===== config.mk =====
export PLATFORM = sky130hd
export DESIGN_NAME = png_stored_deflate_encoder
export DESIGN_NICKNAME = d
export VERILOG_FILES = /design/src/rtl/core/psde_pkg.sv /design/src/rtl/core/psde_ctrl.sv /design/src/rtl/core/psde_datapath.sv /design/src/rtl/core/png_stored_deflate_encoder.sv
export SDC_FILE = /design/constraint.sdc
export NUM_CORES = 2
export LEC_CHECK = 0
export BUFFER_PORTS_ARGS = -buffer_cell sky130_fd_sc_hd__buf_4
export CAP_MARGIN = 10
export CORE_MARGIN = 4
export CORE_UTILIZATION = 45
export DETAILED_ROUTE_END_ITERATION = 12
export PLACE_DENSITY = 0.65
export SLEW_MARGIN = 20
export SYNTH_ARGS = -nofsm -noshare
export SYNTH_HDL_FRONTEND = slang
export SYNTH_SLANG_ARGS = --single-unit

===== constraint.sdc =====
create_clock -name i_clk -period 23.1 [get_ports i_clk]
set_input_delay 1.155 -clock i_clk [delete_from_list [all_inputs] [get_ports i_clk]]
set_output_delay 1.155 -clock i_clk [all_outputs]
set_load 0.01 [all_outputs]

===== src/rtl/core/psde_pkg.sv =====
// Package with shared types, constants and byte tables of the PNG stored-deflate encoder.
package psde_pkg;

    localparam int MAX_DIMENSION = 8192;
    localparam int DIM_W = 14;
    localparam int IDX_W = 6;

    localparam logic [IDX_W-1:0] HDR_LAST = 6'd42;
    localparam logic [IDX_W-1:0] TRL_LAST = 6'd19;
    localparam logic [IDX_W-1:0] BLK_LAST = 6'd4;
    localparam logic [2:0] SLOT_LAST = 3'd4;

    localparam logic [1:0] CFG_WIDTH = 2'd0;
    localparam logic [1:0] CFG_HEIGHT = 2'd1;

    typedef struct packed {
        logic [7:0] red;
        logic [7:0] green;
        logic [7:0] blue;
        logic [7:0] alpha;
    } t_pixel;

    typedef struct packed {
        logic [7:0] out_byte;
        logic       end_of_run;
        logic       end_of_file;
    } t_result;

    typedef enum logic [3:0] {
        SRC_CONST,
        SRC_WIDTH,
        SRC_HEIGHT,
        SRC_CRC,
        SRC_LEN,
        SRC_ADLER,
        SRC_BLK,
        SRC_PIXEL
    } t_src;

    typedef enum logic [1:0] {
        CRC_HOLD,
        CRC_UPDATE,
        CRC_RESTART
    } t_crc_mode;

    typedef struct packed {
        t_src       src;
        logic [2:0] lane;
        logic [7:0] value;
        t_crc_mode  crc;
    } t_entry;

    typedef struct packed {
        logic       emit;
        t_entry     ent;
        logic       eor;
        logic       eof;
        logic       take;
        logic       start_file;
        logic       load_stream;
        logic       raw;
        logic       pixel_done;
        logic       set_pending;
        logic       end_file;
    } t_cmd;

    typedef struct packed {
        logic ld_ok;
        logic header_done;
        logic pending;
        logic fill_zero;
        logic last_pixel;
        logic col_zero;
    } t_status;

    // Signature, IHDR chunk and the opening of the IDAT chunk.
    function automatic t_entry hdr_entry(input logic [IDX_W-1:0] idx);
        t_entry e;
        e = '{src: SRC_CONST, lane: 3'd0, value: 8'd0, crc: CRC_UPDATE};
        unique case (idx)
            6'd0:  e = '{SRC_CONST, 3'd0, 8'd137, CRC_HOLD};
            6'd1:  e = '{SRC_CONST, 3'd0, 8'd80, CRC_HOLD};
            6'd2:  e = '{SRC_CONST, 3'd0, 8'd78, CRC_HOLD};
            6'd3:  e = '{SRC_CONST, 3'd0, 8'd71, CRC_HOLD};
            6'd4:  e = '{SRC_CONST, 3'd0, 8'd13, CRC_HOLD};
            6'd5:  e = '{SRC_CONST, 3'd0, 8'd10, CRC_HOLD};
            6'd6:  e = '{SRC_CONST, 3'd0, 8'd26, CRC_HOLD};
            6'd7:  e = '{SRC_CONST, 3'd0, 8'd10, CRC_HOLD};
            6'd8:  e = '{SRC_CONST, 3'd0, 8'd0, CRC_HOLD};
            6'd9:  e = '{SRC_CONST, 3'd0, 8'd0, CRC_HOLD};
            6'd10: e = '{SRC_CONST, 3'd0, 8'd0, CRC_HOLD};
            6'd11: e = '{SRC_CONST, 3'd0, 8'd13, CRC_HOLD};
            6'd12: e = '{SRC_CONST, 3'd0, 8'd73, CRC_RESTART};
            6'd13: e = '{SRC_CONST, 3'd0, 8'd72, CRC_UPDATE};
            6'd14: e = '{SRC_CONST, 3'd0, 8'd68, CRC_UPDATE};
            6'd15: e = '{SRC_CONST, 3'd0, 8'd82, CRC_UPDATE};
            6'd18: e = '{SRC_WIDTH, 3'd1, 8'd0, CRC_UPDATE};
            6'd19: e = '{SRC_WIDTH, 3'd0, 8'd0, CRC_UPDATE};
            6'd22: e = '{SRC_HEIGHT, 3'd1, 8'd0, CRC_UPDATE};
            6'd23: e = '{SRC_HEIGHT, 3'd0, 8'd0, CRC_UPDATE};
            6'd24: e = '{SRC_CONST, 3'd0, 8'd8, CRC_UPDATE};
            6'd25: e = '{SRC_CONST, 3'd0, 8'd6, CRC_UPDATE};
            6'd29: e = '{SRC_CRC, 3'd3, 8'd0, CRC_HOLD};
            6'd30: e = '{SRC_CRC, 3'd2, 8'd0, CRC_HOLD};
            6'd31: e = '{SRC_CRC, 3'd1, 8'd0, CRC_HOLD};
            6'd32: e = '{SRC_CRC, 3'd0, 8'd0, CRC_HOLD};
            6'd33: e = '{SRC_LEN, 3'd3, 8'd0, CRC_HOLD};
            6'd34: e = '{SRC_LEN, 3'd2, 8'd0, CRC_HOLD};
            6'd35: e = '{SRC_LEN, 3'd1, 8'd0, CRC_HOLD};
            6'd36: e = '{SRC_LEN, 3'd0, 8'd0, CRC_HOLD};
            6'd37: e = '{SRC_CONST, 3'd0, 8'd73, CRC_RESTART};
            6'd38: e = '{SRC_CONST, 3'd0, 8'd68, CRC_UPDATE};
            6'd39: e = '{SRC_CONST, 3'd0, 8'd65, CRC_UPDATE};
            6'd40: e = '{SRC_CONST, 3'd0, 8'd84, CRC_UPDATE};
            6'd41: e = '{SRC_CONST, 3'd0, 8'h78, CRC_UPDATE};
            6'd42: e = '{SRC_CONST, 3'd0, 8'h01, CRC_UPDATE};
            default: e = '{SRC_CONST, 3'd0, 8'd0, CRC_UPDATE};
        endcase
        return e;
    endfunction

    // Adler-32, IDAT CRC and the whole IEND chunk with its fixed CRC.
    function automatic t_entry trl_entry(input logic [IDX_W-1:0] idx);
        t_entry e;
        e = '{src: SRC_CONST, lane: 3'd0, value: 8'd0, crc: CRC_HOLD};
        unique case (idx)
            6'd0:  e = '{SRC_ADLER, 3'd3, 8'd0, CRC_UPDATE};
            6'd1:  e = '{SRC_ADLER, 3'd2, 8'd0, CRC_UPDATE};
            6'd2:  e = '{SRC_ADLER, 3'd1, 8'd0, CRC_UPDATE};
            6'd3:  e = '{SRC_ADLER, 3'd0, 8'd0, CRC_UPDATE};
            6'd4:  e = '{SRC_CRC, 3'd3, 8'd0, CRC_HOLD};
            6'd5:  e = '{SRC_CRC, 3'd2, 8'd0, CRC_HOLD};
            6'd6:  e = '{SRC_CRC, 3'd1, 8'd0, CRC_HOLD};
            6'd7:  e = '{SRC_CRC, 3'd0, 8'd0, CRC_HOLD};
            6'd12: e = '{SRC_CONST, 3'd0, 8'd73, CRC_HOLD};
            6'd13: e = '{SRC_CONST, 3'd0, 8'd69, CRC_HOLD};
            6'd14: e = '{SRC_CONST, 3'd0, 8'd78, CRC_HOLD};
            6'd15: e = '{SRC_CONST, 3'd0, 8'd68, CRC_HOLD};
            6'd16: e = '{SRC_CONST, 3'd0, 8'hAE, CRC_HOLD};
            6'd17: e = '{SRC_CONST, 3'd0, 8'h42, CRC_HOLD};
            6'd18: e = '{SRC_CONST, 3'd0, 8'h60, CRC_HOLD};
            6'd19: e = '{SRC_CONST, 3'd0, 8'h82, CRC_HOLD};
            default: e = '{SRC_CONST, 3'd0, 8'd0, CRC_HOLD};
        endcase
        return e;
    endfunction

endpackage


===== src/rtl/core/psde_ctrl.sv =====
// Sequencer that decides which byte of the PNG stream goes out next.
module psde_ctrl (
    input  logic              i_clk,
    input  logic              i_rst_n,
    input  logic              i_in_valid,
    output logic              o_in_stall,
    input  psde_pkg::t_status i_status,
    output psde_pkg::t_cmd    o_cmd
);

    typedef enum logic [2:0] {
        S_IDLE,
        S_HDR,
        S_RAW,
        S_BLK,
        S_TRL
    } t_state;

    t_state                       r_state, n_state;
    logic [psde_pkg::IDX_W-1:0]   r_idx, n_idx;
    logic [2:0]                   r_slot, n_slot;
    logic                         r_blk_sent, n_blk_sent;
    logic                         r_hdr_call, n_hdr_call;

    assign o_in_stall = (r_state != S_IDLE);

    always_comb begin
        n_state    = r_state;
        n_idx      = r_idx;
        n_slot     = r_slot;
        n_blk_sent = r_blk_sent;
        n_hdr_call = r_hdr_call;
        o_cmd      = '0;
        unique case (r_state)
            S_IDLE: begin
                if (i_in_valid) begin
                    o_cmd.take = 1'b1;
                    n_idx      = '0;
                    n_blk_sent = 1'b0;
                    n_hdr_call = 1'b0;
                    if (i_status.pending) begin
                        n_state = S_TRL;
                    end else if (!i_status.header_done) begin
                        o_cmd.start_file = 1'b1;
                        n_hdr_call       = 1'b1;
                        n_state          = S_HDR;
                    end else begin
                        n_slot  = i_status.col_zero ? 3'd0 : 3'd1;
                        n_state = S_RAW;
                    end
                end
            end
            S_HDR: begin
                if (i_status.ld_ok) begin
                    o_cmd.emit = 1'b1;
                    o_cmd.ent  = psde_pkg::hdr_entry(r_idx);
                    if (r_idx == psde_pkg::HDR_LAST) begin
                        o_cmd.load_stream = 1'b1;
                        n_slot            = 3'd0;
                        n_state           = S_RAW;
                    end else begin
                        n_idx = r_idx + 6'd1;
                    end
                end
            end
            S_RAW: begin
                if (i_status.fill_zero && !r_blk_sent) begin
                    // A new stored block starts here: send its five header bytes first.
                    n_idx   = '0;
                    n_state = S_BLK;
                end else if (i_status.ld_ok) begin
                    o_cmd.emit = 1'b1;
                    o_cmd.raw  = 1'b1;
                    o_cmd.ent.crc = psde_pkg::CRC_UPDATE;
                    if (r_slot == 3'd0) begin
                        o_cmd.ent.src = psde_pkg::SRC_CONST;
                    end else begin
                        o_cmd.ent.src  = psde_pkg::SRC_PIXEL;
                        o_cmd.ent.lane = 3'd4 - r_slot;
                    end
                    n_blk_sent = 1'b0;
                    if (r_slot == psde_pkg::SLOT_LAST) begin
                        o_cmd.pixel_done = 1'b1;
                        o_cmd.eor = !i_status.last_pixel || r_hdr_call;
                        if (i_status.last_pixel && !r_hdr_call) begin
                            n_idx   = '0;
                            n_state = S_TRL;
                        end else begin
                            o_cmd.set_pending = i_status.last_pixel;
                            n_state           = S_IDLE;
                        end
                    end else begin
                        n_slot = r_slot + 3'd1;
                    end
                end
            end
            S_BLK: begin
                if (i_status.ld_ok) begin
                    o_cmd.emit     = 1'b1;
                    o_cmd.ent.src  = psde_pkg::SRC_BLK;
                    o_cmd.ent.lane = r_idx[2:0];
                    o_cmd.ent.crc  = psde_pkg::CRC_UPDATE;
                    if (r_idx == psde_pkg::BLK_LAST) begin
                        n_blk_sent = 1'b1;
                        n_state    = S_RAW;
                    end else begin
                        n_idx = r_idx + 6'd1;
                    end
                end
            end
            S_TRL: begin
                if (i_status.ld_ok) begin
                    o_cmd.emit = 1'b1;
                    o_cmd.ent  = psde_pkg::trl_entry(r_idx);
                    if (r_idx == psde_pkg::TRL_LAST) begin
                        o_cmd.eor      = 1'b1;
                        o_cmd.eof      = 1'b1;
                        o_cmd.end_file = 1'b1;
                        n_state        = S_IDLE;
                    end else begin
                        n_idx = r_idx + 6'd1;
                    end
                end
            end
            default: n_state = S_IDLE;
        endcase
    end

    always_ff @(posedge i_clk) begin
        if (!i_rst_n) begin
            r_state    <= S_IDLE;
            r_idx      <= '0;
            r_slot     <= '0;
            r_blk_sent <= 1'b0;
            r_hdr_call <= 1'b0;
        end else begin
            r_state    <= n_state;
            r_idx      <= n_idx;
            r_slot     <= n_slot;
            r_blk_sent <= n_blk_sent;
            r_hdr_call <= n_hdr_call;
        end
    end

endmodule


===== src/rtl/core/psde_datapath.sv =====
// Datapath: configuration, frame counters, CRC-32, Adler-32, length math and output register.
module psde_datapath (
    input  logic                          i_clk,
    input  logic                          i_rst_n,
    input  logic                          i_cfg_valid,
    input  logic [1:0]                    i_cfg_index,
    input  logic [psde_pkg::DIM_W-1:0]    i_cfg_data,
    input  psde_pkg::t_pixel              i_in_pixel,
    input  logic                          i_out_stall,
    output logic                          o_out_valid,
    output psde_pkg::t_result             o_out_result,
    input  psde_pkg::t_cmd                i_cmd,
    output psde_pkg::t_status             o_status
);

    localparam logic [psde_pkg::DIM_W-1:0] DIM_MAX = psde_pkg::DIM_W'(psde_pkg::MAX_DIMENSION);

    logic [psde_pkg::DIM_W-1:0] r_cfg_w, r_cfg_h;
    logic [psde_pkg::DIM_W-1:0] r_fw, r_fh;
    logic [12:0]                r_col, r_row;
    logic [15:0]                r_fill;
    logic [28:0]                r_rem;
    logic [31:0]                r_crc;
    logic [15:0]                r_adl_lo, r_adl_hi;
    logic                       r_hdr_done, r_pending;
    psde_pkg::t_pixel           r_pix;
    logic [28:0]                r_raw;
    logic [13:0]                r_blocks;
    logic [31:0]                r_len;
    logic                       r_out_valid;
    psde_pkg::t_result          r_out;

    logic [28:0] w_prod;
    logic [12:0] w_hi;
    logic [16:0] w_sum, w_rem17;
    logic        w_ge;
    logic [13:0] w_blocks;
    logic [7:0]  w_byte;
    logic [15:0] w_blen;
    logic        w_last_col, w_last_row;
    logic [16:0] w_lo_sum, w_hi_sum;
    logic [15:0] w_lo_next, w_hi_next;

    function automatic logic [psde_pkg::DIM_W-1:0] clamp_dim(
        input logic [psde_pkg::DIM_W-1:0] v
    );
        logic [psde_pkg::DIM_W-1:0] c;
        c = v;
        if (v == '0) begin
            c = psde_pkg::DIM_W'(1);
        end else if (v > DIM_MAX) begin
            c = DIM_MAX;
        end
        return c;
    endfunction

    function automatic logic [7:0] pick(input logic [31:0] w, input logic [1:0] lane);
        logic [7:0] b;
        case (lane)
            2'd3:    b = w[31:24];
            2'd2:    b = w[23:16];
            2'd1:    b = w[15:8];
            default: b = w[7:0];
        endcase
        return b;
    endfunction

    function automatic logic [31:0] crc_byte(input logic [31:0] c, input logic [7:0] b);
        logic [31:0] x;
        x = c ^ {24'd0, b};
        for (int k = 0; k < 8; k++) begin
            x = x[0] ? (32'hEDB88320 ^ (x >> 1)) : (x >> 1);
        end
        return x;
    endfunction

    // Raw byte count and number of stored blocks (division by 65535 via 2^16 - 1).
    assign w_prod   = 29'(r_fh) * 29'({r_fw, 2'b00} + 16'd1);
    assign w_hi     = r_raw[28:16];
    assign w_sum    = 17'(w_hi) + 17'(r_raw[15:0]);
    assign w_ge     = (w_sum >= 17'd65535);
    assign w_rem17  = w_ge ? (w_sum - 17'd65535) : w_sum;
    assign w_blocks = 14'(w_hi) + 14'(w_ge) + 14'(w_rem17 != 17'd0);

    assign w_blen = (r_rem > 29'd65535) ? 16'hFFFF : r_rem[15:0];

    always_comb begin
        case (i_cmd.ent.src)
            psde_pkg::SRC_CONST:  w_byte = i_cmd.ent.value;
            psde_pkg::SRC_WIDTH:  w_byte = pick(32'(r_fw), i_cmd.ent.lane[1:0]);
            psde_pkg::SRC_HEIGHT: w_byte = pick(32'(r_fh), i_cmd.ent.lane[1:0]);
            psde_pkg::SRC_CRC:    w_byte = pick(~r_crc, i_cmd.ent.lane[1:0]);
            psde_pkg::SRC_LEN:    w_byte = pick(r_len, i_cmd.ent.lane[1:0]);
            psde_pkg::SRC_ADLER:  w_byte = pick({r_adl_hi, r_adl_lo}, i_cmd.ent.lane[1:0]);
            psde_pkg::SRC_PIXEL:  w_byte = pick(r_pix, i_cmd.ent.lane[1:0]);
            psde_pkg::SRC_BLK: begin
                case (i_cmd.ent.lane)
                    3'd0:    w_byte = {7'd0, (r_rem <= 29'd65535)};
                    3'd1:    w_byte = w_blen[7:0];
                    3'd2:    w_byte = w_blen[15:8];
                    3'd3:    w_byte = ~w_blen[7:0];
                    default: w_byte = ~w_blen[15:8];
                endcase
            end
            default: w_byte = 8'd0;
        endcase
    end

    assign w_lo_sum  = 17'(r_adl_lo) + 17'(w_byte);
    assign w_lo_next = (w_lo_sum >= 17'd65521) ? 16'(w_lo_sum - 17'd65521) : w_lo_sum[15:0];
    assign w_hi_sum  = 17'(r_adl_hi) + 17'(w_lo_next);
    assign w_hi_next = (w_hi_sum >= 17'd65521) ? 16'(w_hi_sum - 17'd65521) : w_hi_sum[15:0];

    assign w_last_col = ({1'b0, r_col} == r_fw - 14'd1);
    assign w_last_row = ({1'b0, r_row} == r_fh - 14'd1);

    assign o_status.ld_ok       = !r_out_valid || !i_out_stall;
    assign o_status.header_done = r_hdr_done;
    assign o_status.pending     = r_pending;
    assign o_status.fill_zero   = (r_fill == 16'd0);
    assign o_status.last_pixel  = w_last_col && w_last_row;
    assign o_status.col_zero    = (r_col == 13'd0);

    assign o_out_valid  = r_out_valid;
    assign o_out_result = r_out;

    always_ff @(posedge i_clk) begin
        if (!i_rst_n) begin
            r_cfg_w     <= psde_pkg::DIM_W'(1);
            r_cfg_h     <= psde_pkg::DIM_W'(1);
            r_fw        <= psde_pkg::DIM_W'(1);
            r_fh        <= psde_pkg::DIM_W'(1);
            r_col       <= '0;
            r_row       <= '0;
            r_fill      <= '0;
            r_rem       <= '0;
            r_crc       <= '1;
            r_adl_lo    <= 16'd1;
            r_adl_hi    <= '0;
            r_hdr_done  <= 1'b0;
            r_pending   <= 1'b0;
            r_out_valid <= 1'b0;
        end else begin
            if (i_cfg_valid && i_cfg_index == psde_pkg::CFG_WIDTH) begin
                r_cfg_w <= i_cfg_data;
            end
            if (i_cfg_valid && i_cfg_index == psde_pkg::CFG_HEIGHT) begin
                r_cfg_h <= i_cfg_data;
            end
            if (i_cmd.start_file) begin
                r_fw       <= clamp_dim(r_cfg_w);
                r_fh       <= clamp_dim(r_cfg_h);
                r_hdr_done <= 1'b1;
            end
            if (i_cmd.load_stream) begin
                r_rem    <= r_raw;
                r_fill   <= '0;
                r_adl_lo <= 16'd1;
                r_adl_hi <= '0;
                r_col    <= '0;
                r_row    <= '0;
            end
            if (i_cmd.raw) begin
                r_adl_lo <= w_lo_next;
                r_adl_hi <= w_hi_next;
                r_rem    <= r_rem - 29'd1;
                r_fill   <= (r_fill == 16'd65534) ? 16'd0 : r_fill + 16'd1;
            end
            if (i_cmd.pixel_done) begin
                if (w_last_col) begin
                    r_col <= '0;
                    r_row <= r_row + 13'd1;
                end else begin
                    r_col <= r_col + 13'd1;
                end
            end
            if (i_cmd.set_pending) begin
                r_pending <= 1'b1;
            end
            if (i_cmd.end_file) begin
                r_hdr_done <= 1'b0;
                r_pending  <= 1'b0;
            end
            if (i_cmd.emit) begin
                case (i_cmd.ent.crc)
                    psde_pkg::CRC_UPDATE:  r_crc <= crc_byte(r_crc, w_byte);
                    psde_pkg::CRC_RESTART: r_crc <= crc_byte(32'hFFFFFFFF, w_byte);
                    default:               r_crc <= r_crc;
                endcase
                r_out_valid <= 1'b1;
            end else if (!i_out_stall) begin
                r_out_valid <= 1'b0;
            end
        end
    end

    // Payload registers; the length pipeline settles long before the length bytes go out.
    always_ff @(posedge i_clk) begin
        if (i_cmd.take) begin
            r_pix <= i_in_pixel;
        end
        if (i_cmd.emit) begin
            r_out.out_byte    <= w_byte;
            r_out.end_of_run  <= i_cmd.eor;
            r_out.end_of_file <= i_cmd.eof;
        end
        r_raw    <= w_prod;
        r_blocks <= w_blocks;
        r_len    <= 32'(r_raw) + 32'({r_blocks, 2'b00}) + 32'(r_blocks) + 32'd6;
    end

endmodule


===== src/rtl/core/png_stored_deflate_encoder.sv =====
// Top level of the PNG encoder for RGBA8 pixels using stored (uncompressed) deflate blocks.
//
//   Channel   Direction  Handshake               Payload
//   in        into       i_in_valid / o_in_stall  i_in_pixel   (red, green, blue, alpha)
//   out       out of     o_out_valid / i_out_stall o_out_result (out_byte, end_of_run, end_of_file)
//   cfg       into       i_cfg_valid / o_cfg_ready i_cfg_index, i_cfg_data
//
// Each pixel request is taken while the sequencer is idle; it then sends one byte per cycle
// through the output register while that register can load: 4 bytes for an ordinary pixel,
// one more at a row start, 5 more at a stored block boundary, 43 more for the file header on
// the first pixel and 20 for the trailer after the last. No byte goes out while the pixel is
// taken or a block is opened. Otherwise only a stalled output register holds the sequencer
// back: while it is stalled and full, the sequencer waits, and a new pixel is taken only once
// the sequencer is back in idle. Reset is synchronous and active low, and it returns the
// frame size registers to 1 by 1. No clearing pass is needed after reset.
module png_stored_deflate_encoder (
    input  logic                          i_clk,
    input  logic                          i_rst_n,
    input  logic                          i_in_valid,
    output logic                          o_in_stall,
    input  psde_pkg::t_pixel              i_in_pixel,
    output logic                          o_out_valid,
    input  logic                          i_out_stall,
    output psde_pkg::t_result             o_out_result,
    input  logic                          i_cfg_valid,
    output logic                          o_cfg_ready,
    input  logic [1:0]                    i_cfg_index,
    input  logic [psde_pkg::DIM_W-1:0]    i_cfg_data
);

    psde_pkg::t_cmd    w_cmd;
    psde_pkg::t_status w_status;

    // Configuration writes are always taken; they only matter for the next file.
    assign o_cfg_ready = 1'b1;

    // The controller walks the header, block, raw and trailer byte sequences.
    psde_ctrl u_ctrl (
        .i_clk      (i_clk),
        .i_rst_n    (i_rst_n),
        .i_in_valid (i_in_valid),
        .o_in_stall (o_in_stall),
        .i_status   (w_status),
        .o_cmd      (w_cmd)
    );

    // The datapath holds the image state, both checksums and the output register.
    psde_datapath u_datapath (
        .i_clk        (i_clk),
        .i_rst_n      (i_rst_n),
        .i_cfg_valid  (i_cfg_valid),
        .i_cfg_index  (i_cfg_index),
        .i_cfg_data   (i_cfg_data),
        .i_in_pixel   (i_in_pixel),
        .i_out_stall  (i_out_stall),
        .o_out_valid  (o_out_valid),
        .o_out_result (o_out_result),
        .i_cmd        (w_cmd),
        .o_status     (w_status)
    );

endmodule


After elaboration in Yosys (flattened, before gate mapping)

Memories as Yosys holds them, arrays and structs flattened. A register that Yosys moved wholly into a read port is not among the register bits.
Cells that the tools add are included.

Bits in registers: 325
Memory bits (read-only): 1376
Input bits: 53
Memories: 2

Add/sub/neg operators: 21
Multipliers: 1
Magnitude comparators: 7
Equality and inequality tests: 46
Multiplexer cells: 127
Bitwise logic cells: 22
Reduce and logical (&&, ||, !) cells: 38

Memories:

| name             | depth | bits a word | rd ports | clocked after memory_dff | write ports | line            | RTL |
|---|---|---|---|---|---|---|---|
| (name not given) | 64    | 15          | 1        | 1                        | 0           | psde_pkg.sv:80  | `unique case (idx)` |
| (name not given) | 32    | 13          | 1        | 1                        | 0           | psde_pkg.sv:126 | `unique case (idx)` |

Operators with widths:

| operator               | number |
|---|---|
| $mux 32                | 16 |
| $not 13->14            | 16 |
| $mux 16                | 9 |
| $pmux 8 s3             | 4 |
| $mux 13                | 6 |
| $mux 3                 | 26 |
| $mux 6                 | 13 |
| $pmux 32 s2            | 1 |
| $pmux 8 s4             | 2 |
| $pmux 8 s8             | 1 |
| $mux 29                | 2 |
| $mux 14                | 4 |
| $ge 17x16->1 const B   | 3 |
| $pmux 8 s2             | 3 |
| $mux 17                | 2 |
| $add 32x14->32         | 1 |
| $add 32x3->32 const B  | 1 |
| $not 32->32            | 1 |
| $not 8->32             | 1 |
| $sub 16x16->16 const B | 2 |
| $xor 32x8->32          | 1 |
| $add 29x16->30         | 1 |
| $pmux 6 s5             | 1 |
| $gt 29x16->1 const B   | 1 |
| 64 further kinds       | 144 |

Depth between registers and ports, before layout

Depth after elaboration: 27
Gate-level depth with buffers: 46
Depth with buffers taken out: 39

By module

From an unflattened synthesis, not the netlist that was laid out.

Cell total of the unflattened synthesis: 3405
Area total of the unflattened synthesis: 29256.8 µm²

By module, submodules not included:

| module                     | instances | cells each | area each (µm²) |
|---|---|---|---|
| psde_datapath              | 1         | 3075       | 26628.0 |
| psde_ctrl                  | 1         | 328        | 2617.5 |
| png_stored_deflate_encoder | 1         | 2          | 11.3 |

Worst setup path before layout

Ideal clock, no wire load.

Path kind: input-to-reg
Start: in i_out_stall
End: reg u_datapath.r_adl_hi[3]
Library setup time: 92 ps
Arrival: 9551 ps
Setup slack: 13457 ps
Stages: 43
Path through: a211oi_4 and2_4 buf_6 a2bb2oi_4 nand2_2 buf_2 buf_2 mux2i_1 o32ai_1 nor4_1 and4_1 buf_2 inv_1 ha_1 a21o_1 a21oi_1 o21bai_1 a21oi_1 [7 not listed] nor2_1 a21oi_1 inv_1 ha_1 a21o_1 a21o_1 a21o_1 a311oi_1 mux2i_1 o2111ai_1 a211o_1 nor4_1 nand4_1 o31ai_1 clkbuf_1 nand2_1 and3_1 nor4_1

Word-level cells in the longest chain between the ends: 16

RTL lines:

| item                                                  | line                             | RTL |
|---|---|---|
| start: declaration                                    | png_stored_deflate_encoder.sv:23 | `input logic i_out_stall,` |
| $logic_not 1->1 (*)                                   | psde_datapath.sv:117             | `assign o_status.ld_ok = !r_out_valid \|\| !i_out_stall;` |
| $logic_or 1x1->1 (*)                                  | psde_datapath.sv:117             |  |
| $mux 8                                                | psde_ctrl.sv:71                  | `end else if (i_status.ld_ok) begin` |
| $mux 8                                                | psde_ctrl.sv:67                  | `if (i_status.fill_zero && !r_blk_sent) begin` |
| $pmux 8 s4                                            | psde_ctrl.sv:34                  | `unique case (r_state)` |
| $eq 2x2->1                                            | psde_datapath.sv:59              | `case (lane)` |
| $reduce_or 2->1 (no source line)                      | -                                |  |
| $pmux 8 s2                                            | psde_datapath.sv:59              |  |
| $pmux 8 s8 (*)                                        | psde_datapath.sv:88              | `case (i_cmd.ent.src)` |
| net u_datapath.w_byte[2]                              | psde_datapath.sv:38              | `logic [7:0] w_byte;` |
| $add 16x8->17 (*)                                     | psde_datapath.sv:109             | `assign w_lo_sum = 17'(r_adl_lo) + 17'(w_byte);` |
| $sub 16x16->16 / $ge 17x16->1 (equally long branches) | psde_datapath.sv:110             | `assign w_lo_next = (w_lo_sum >= 17'd65521) ? 16'(w_lo_sum - 17'd65521) : w_lo_sum[15:0];` |
| $mux 16 (*)                                           | psde_datapath.sv:110             |  |
| $add 16x16->17 (*)                                    | psde_datapath.sv:111             | `assign w_hi_sum = 17'(r_adl_hi) + 17'(w_lo_next);` |
| $sub 16x16->16 / $ge 17x16->1 (equally long branches) | psde_datapath.sv:112             | `assign w_hi_next = (w_hi_sum >= 17'd65521) ? 16'(w_hi_sum - 17'd65521) : w_hi_sum[15:0];` |
| $mux 16 (*)                                           | psde_datapath.sv:112             |  |
| $mux 16 (*)                                           | psde_datapath.sv:163             | `if (i_cmd.raw) begin` |
| end signal: assignment                                | psde_datapath.sv:165             | `r_adl_hi <= w_hi_next;` |
| end: declaration                                      | psde_datapath.sv:24              | `logic [15:0] r_adl_lo, r_adl_hi;` |

Mark *: on every way through the listed nets, which the timed path passes. The rest lies on a longest branch.
A chain may end at the register's enable or synchronous reset.

Worst setup path after layout

Start: reg u_ctrl.r_state[1]
End: reg u_datapath.r_adl_hi[7]

Word-level cells in the longest chain between the ends: 13

RTL lines:

| item                                                  | line                 | RTL |
|---|---|---|
| start: declaration                                    | psde_ctrl.sv:19      | `t_state r_state, n_state;` |
| start signal: assignment                              | psde_ctrl.sv:137     | `r_state <= n_state;` |
| $eq 3x3->1, or another cell as far along              | psde_ctrl.sv:34      |  |
| $pmux 8 s4                                            | psde_ctrl.sv:34      |  |
| $eq 2x2->1                                            | psde_datapath.sv:59  |  |
| $reduce_or 2->1 (no source line)                      | -                    |  |
| $pmux 8 s2                                            | psde_datapath.sv:59  |  |
| $pmux 8 s8 (*)                                        | psde_datapath.sv:88  |  |
| net u_datapath.w_byte[2]                              | psde_datapath.sv:38  |  |
| $add 16x8->17 (*)                                     | psde_datapath.sv:109 |  |
| $sub 16x16->16 / $ge 17x16->1 (equally long branches) | psde_datapath.sv:110 |  |
| $mux 16 (*)                                           | psde_datapath.sv:110 |  |
| $add 16x16->17 (*)                                    | psde_datapath.sv:111 |  |
| $sub 16x16->16 / $ge 17x16->1 (equally long branches) | psde_datapath.sv:112 |  |
| $mux 16 (*)                                           | psde_datapath.sv:112 |  |
| $mux 16 (*)                                           | psde_datapath.sv:163 |  |

Marks and branches as above.

==> flow_summary_export.csv <==
group,metric,value,unit
outcome,status,"finished clean",
synth,synth_area,30230,µm²
timing,setup_tns,0,ps
setup_path,start_kind,"register",
setup_path,crit_start,"u_ctrl.r_state[1]",
routing,totalWireLength,92900,µm
timing,period_needed,11580,ps
routing,ant_nets,0,
layout,final_common_cell,"nand2_1",
floorplan,initial_core_util,45.65,%
setup_path,worst_setup_path_end_kind,"register",
clocking,cts_tree,"built",
setup_path,cp_common_cell,"a21oi_1",
global_routing,antenna_found_initial,1,
clocking,cts_buffers,40,
floorplan,core_area,66220,µm²
clocking,clock-sinks,351,
layout,nets,3995,
timing,worst_clock_skew,40.48,ps
layout,multi_input_area,20980,µm²
setup_path,slowest_stage,"nand2_2",
routing,via_count,26590,
synth,syn_inst,3621,
hold_path,holdPathStages,2,
layout,register_area,7447,µm²
routing,first_pass_iters,6,
setup_path,critPathRequiredTime,23530,ps
synth,ys_ff_latch,351,
hold_path,hold_class,"reg2reg",
clocking,post_cts_buffers,0,
setup_path,r2r_setup_slack,11520,ps
setup_path,r2r-start,"u_ctrl.r_state[1]",
clocking,h-tree-depth,2,
clocking,clock_latency,590,ps
timing,rsz0062_at_grt,"false",
routing,vias_per_cell,5.942,
clocking,clk_pin_slew,60,ps
hold_path,hold_end,"u_datapath.r_cfg_w[11]",
setup_path,reg2reg_depth,38,
synth,ys_warn_count,0,
synth,avgSynthCellArea,8.348,µm²
timing,final-max-slew-violation-count,0,
clocking,ctsHoldBuffers,0,
floorplan,die_area,71390,µm²
synth,syn_nets,4034,
job,cap_violations,0,
setup_path,timing.rr.end,"u_datapath.r_adl_hi[7]",
place,gp_congestion,0.9822,
timing,clock.fmax,0.08635,GHz
global_routing,grt_pass1_wl,146200,µm
hold_path,min_from,"u_datapath.r_cfg_w[11]",
layout,syn2layout_area_growth,8.191,%
timing,hold_ws,473.4,ps
synth,synth-seq-area-share,24.64,%
setup_path,slowest_delay,810,ps
floorplan,die_x,267.2,µm
power,ir_drop,0.04702,mV
timing,hold_viol_final,0,
global_routing,overflow,0,
place,dp_hpwl,69080,µm
timing,tightest_slew,1073,ps
clocking,clockRootBuffer,"clkbuf_16",
layout,n_antenna_cell,0,
power,power_leakage,13.94,nW
timing,post-route-period-util,50.13,%
global_routing,grt_pass1_vias,25700,
routing,wl_per_cell,20.76,µm
layout,drive_gt1_share,7.560,%
setup_path,crit_fanout,42,
setup_path,crit_arrival,12010,ps
routing,route.detailed.drc,0,
global_routing,grt.total_usage,25.63,%
place,place_inst,4404,
floorplan,num_rows,94,
routing,drtIter0Drc,2390,
clocking,ctsResizeCount,0,
global_routing,grt_max_degree,97,
place,port_buffers,64,
synth,synth-main-ff-cell,"dfxtp_1",
power,power.density,58.62,nW/µm²
floorplan,ios,66,
layout,fin_cells,4475,
clocking,ctsLongestPathBuffers,3,
timing,finalSetupViolations,0,
synth,ys_types,116,
setup_path,path_class,"reg2reg",
layout,filler_cell_count,6453,
layout,final_cell_mix,"nand2_1, dfxtp_1, inv_1",
timing,relSlewSlack,28.40,%
floorplan,die_h,267.2,µm
synth,synthArstFlopShare,0,%
synth,synth_edf_count,42,
[critical path, delay by kind of cell, from the launching register on]
family / cells / cell delay (ps)
muxes: 2 / 650
xor gates and xnor gates: 1 / 190
and+or+nand+nor: 10 / 3560
AOI/OAI and AO/OA: 20 / 5020
adders and majority gates: 2 / 640
buffers and inverters: 3 / 570
DFF: 1 / 750
[through the flow]
| stage | total power, mW | utilization (%) | setup slack [ps] | area (µm²) |
|---|---|---|---|---|
| 2_1_floorplan | 1.098 | - | 13460 | 30230 |
| 3_3_place_gp | 1.258 | 47.38 | 11620 | 31370 |
| 3_5_place_dp | 1.258 | 47.38 | 11430 | 31370 |
| 4_1_cts | 1.922 | 49.39 | 11790 | 32710 |
| 5_1_grt | 2.005 | 49.39 | 10550 | 32710 |
| 6_report | 1.917 | 49.39 | 11520 | 32710 |
[Yosys cell counts (20+ instances only)]
cell	number	area [µm²]
a22oi_1	35	262.8
clkbuf_1	157	589.3
nand3_1	111	555.5
ha_1	203	2540
dfxtp_1	309	6186
xor2_1	77	674.4
nor2_1	254	953.4
nor4_1	36	225.2
mux2i_1	29	290.3
xnor2_1	197	1725
nand2b_1	26	162.7
o21ai_0	158	790.8
a31oi_1	38	237.7
nand2_1	418	1569
a21o_1	39	292.8
nand4_1	24	150.1
a21oi_1	233	1166
o21bai_1	20	150.1
a211oi_1	20	150.1
nand3b_1	25	187.7
or3_1	33	206.5
inv_1	258	968.4
and2_1	102	638.1
edfxtp_1	42	1261
and3_1	45	281.5
fa_1	157	3143
nor2b_1	27	168.9
o211ai_1	41	307.8
nor3_1	87	435.4
[worst max path at each step]
| stage | endpoint | slack [ps] | cells after the start |
|---|---|---|---|
| 2_1_floorplan | u_datapath.r_adl_hi[3] | 13460 | 43 |
| 3_3_place_gp | u_datapath.r_adl_hi[7] | 11620 | 38 |
| 3_5_place_dp | u_datapath.r_adl_hi[7] | 11430 | 38 |
| 4_1_cts | u_datapath.r_adl_hi[7] | 11790 | 38 |
| 5_1_grt | u_datapath.r_adl_hi[7] | 10550 | 37 |
| 6_report | u_datapath.r_adl_hi[7] | 11520 | 38 |
[power breakdown]
group,internal [mW],total [mW],switching (mW)
clock network,0.375,0.661,0.286
logic,0.214,0.528,0.314
registers,0.670,0.728,0.0588
[cell families (layout without fill, tap and decap cells)]
kind of cell | count (synthesis) | count (layout) | share of synthesized area (%)
AO/OA/AOI/OAI | 821 | 821 | 18.23
XOR/XNOR | 294 | 294 | 9.408
adder cells (fa/ha/maj) | 360 | 360 | 18.80
buffers and inverters | 460 | 450 | 5.981
flip-flops | 351 | 351 | 24.64
multiplexers | 38 | 38 | 1.333
other | 2 | 2 | 0.02484
AND/OR/NAND/NOR | 1295 | 1295 | 21.59
[cell type report]
| class | instances | area share (%) |
|---|---|---|
| multi-input combinational | 2810 | 64.15 |
| sequential | 351 | 22.77 |
| clock buffer | 48 | 3.317 |
| tap | 864 | 3.305 |
| inverter | 262 | 3.015 |
| timing repair buffer | 117 | 2.686 |
| clock inverter | 23 | 0.7537 |
[sequential cells by signal, indices dropped and copies added (netlist names), 16 cells and up, named ones only]
name	cells
u_datapath.r_crc	32
u_datapath.r_pix	32
u_datapath.r_len	31
u_datapath.r_raw	29
u_datapath.r_rem	29
u_datapath.r_adl_hi	16
u_datapath.r_adl_lo	16
u_datapath.r_fill	16
[routing by layer]
metal	wire, µm	share of wire (%)	track usage (%)	vias to the layer above
met5	0	0	0	-
met4	3964	4.3	10.29	0
met3	6336	6.8	3.629	212
met2	42020	45	41.45	1022
met1	40570	44	34.72	12780
li1	-	-	-	12580
No activity file was read; power rests on OpenSTA's default activity.
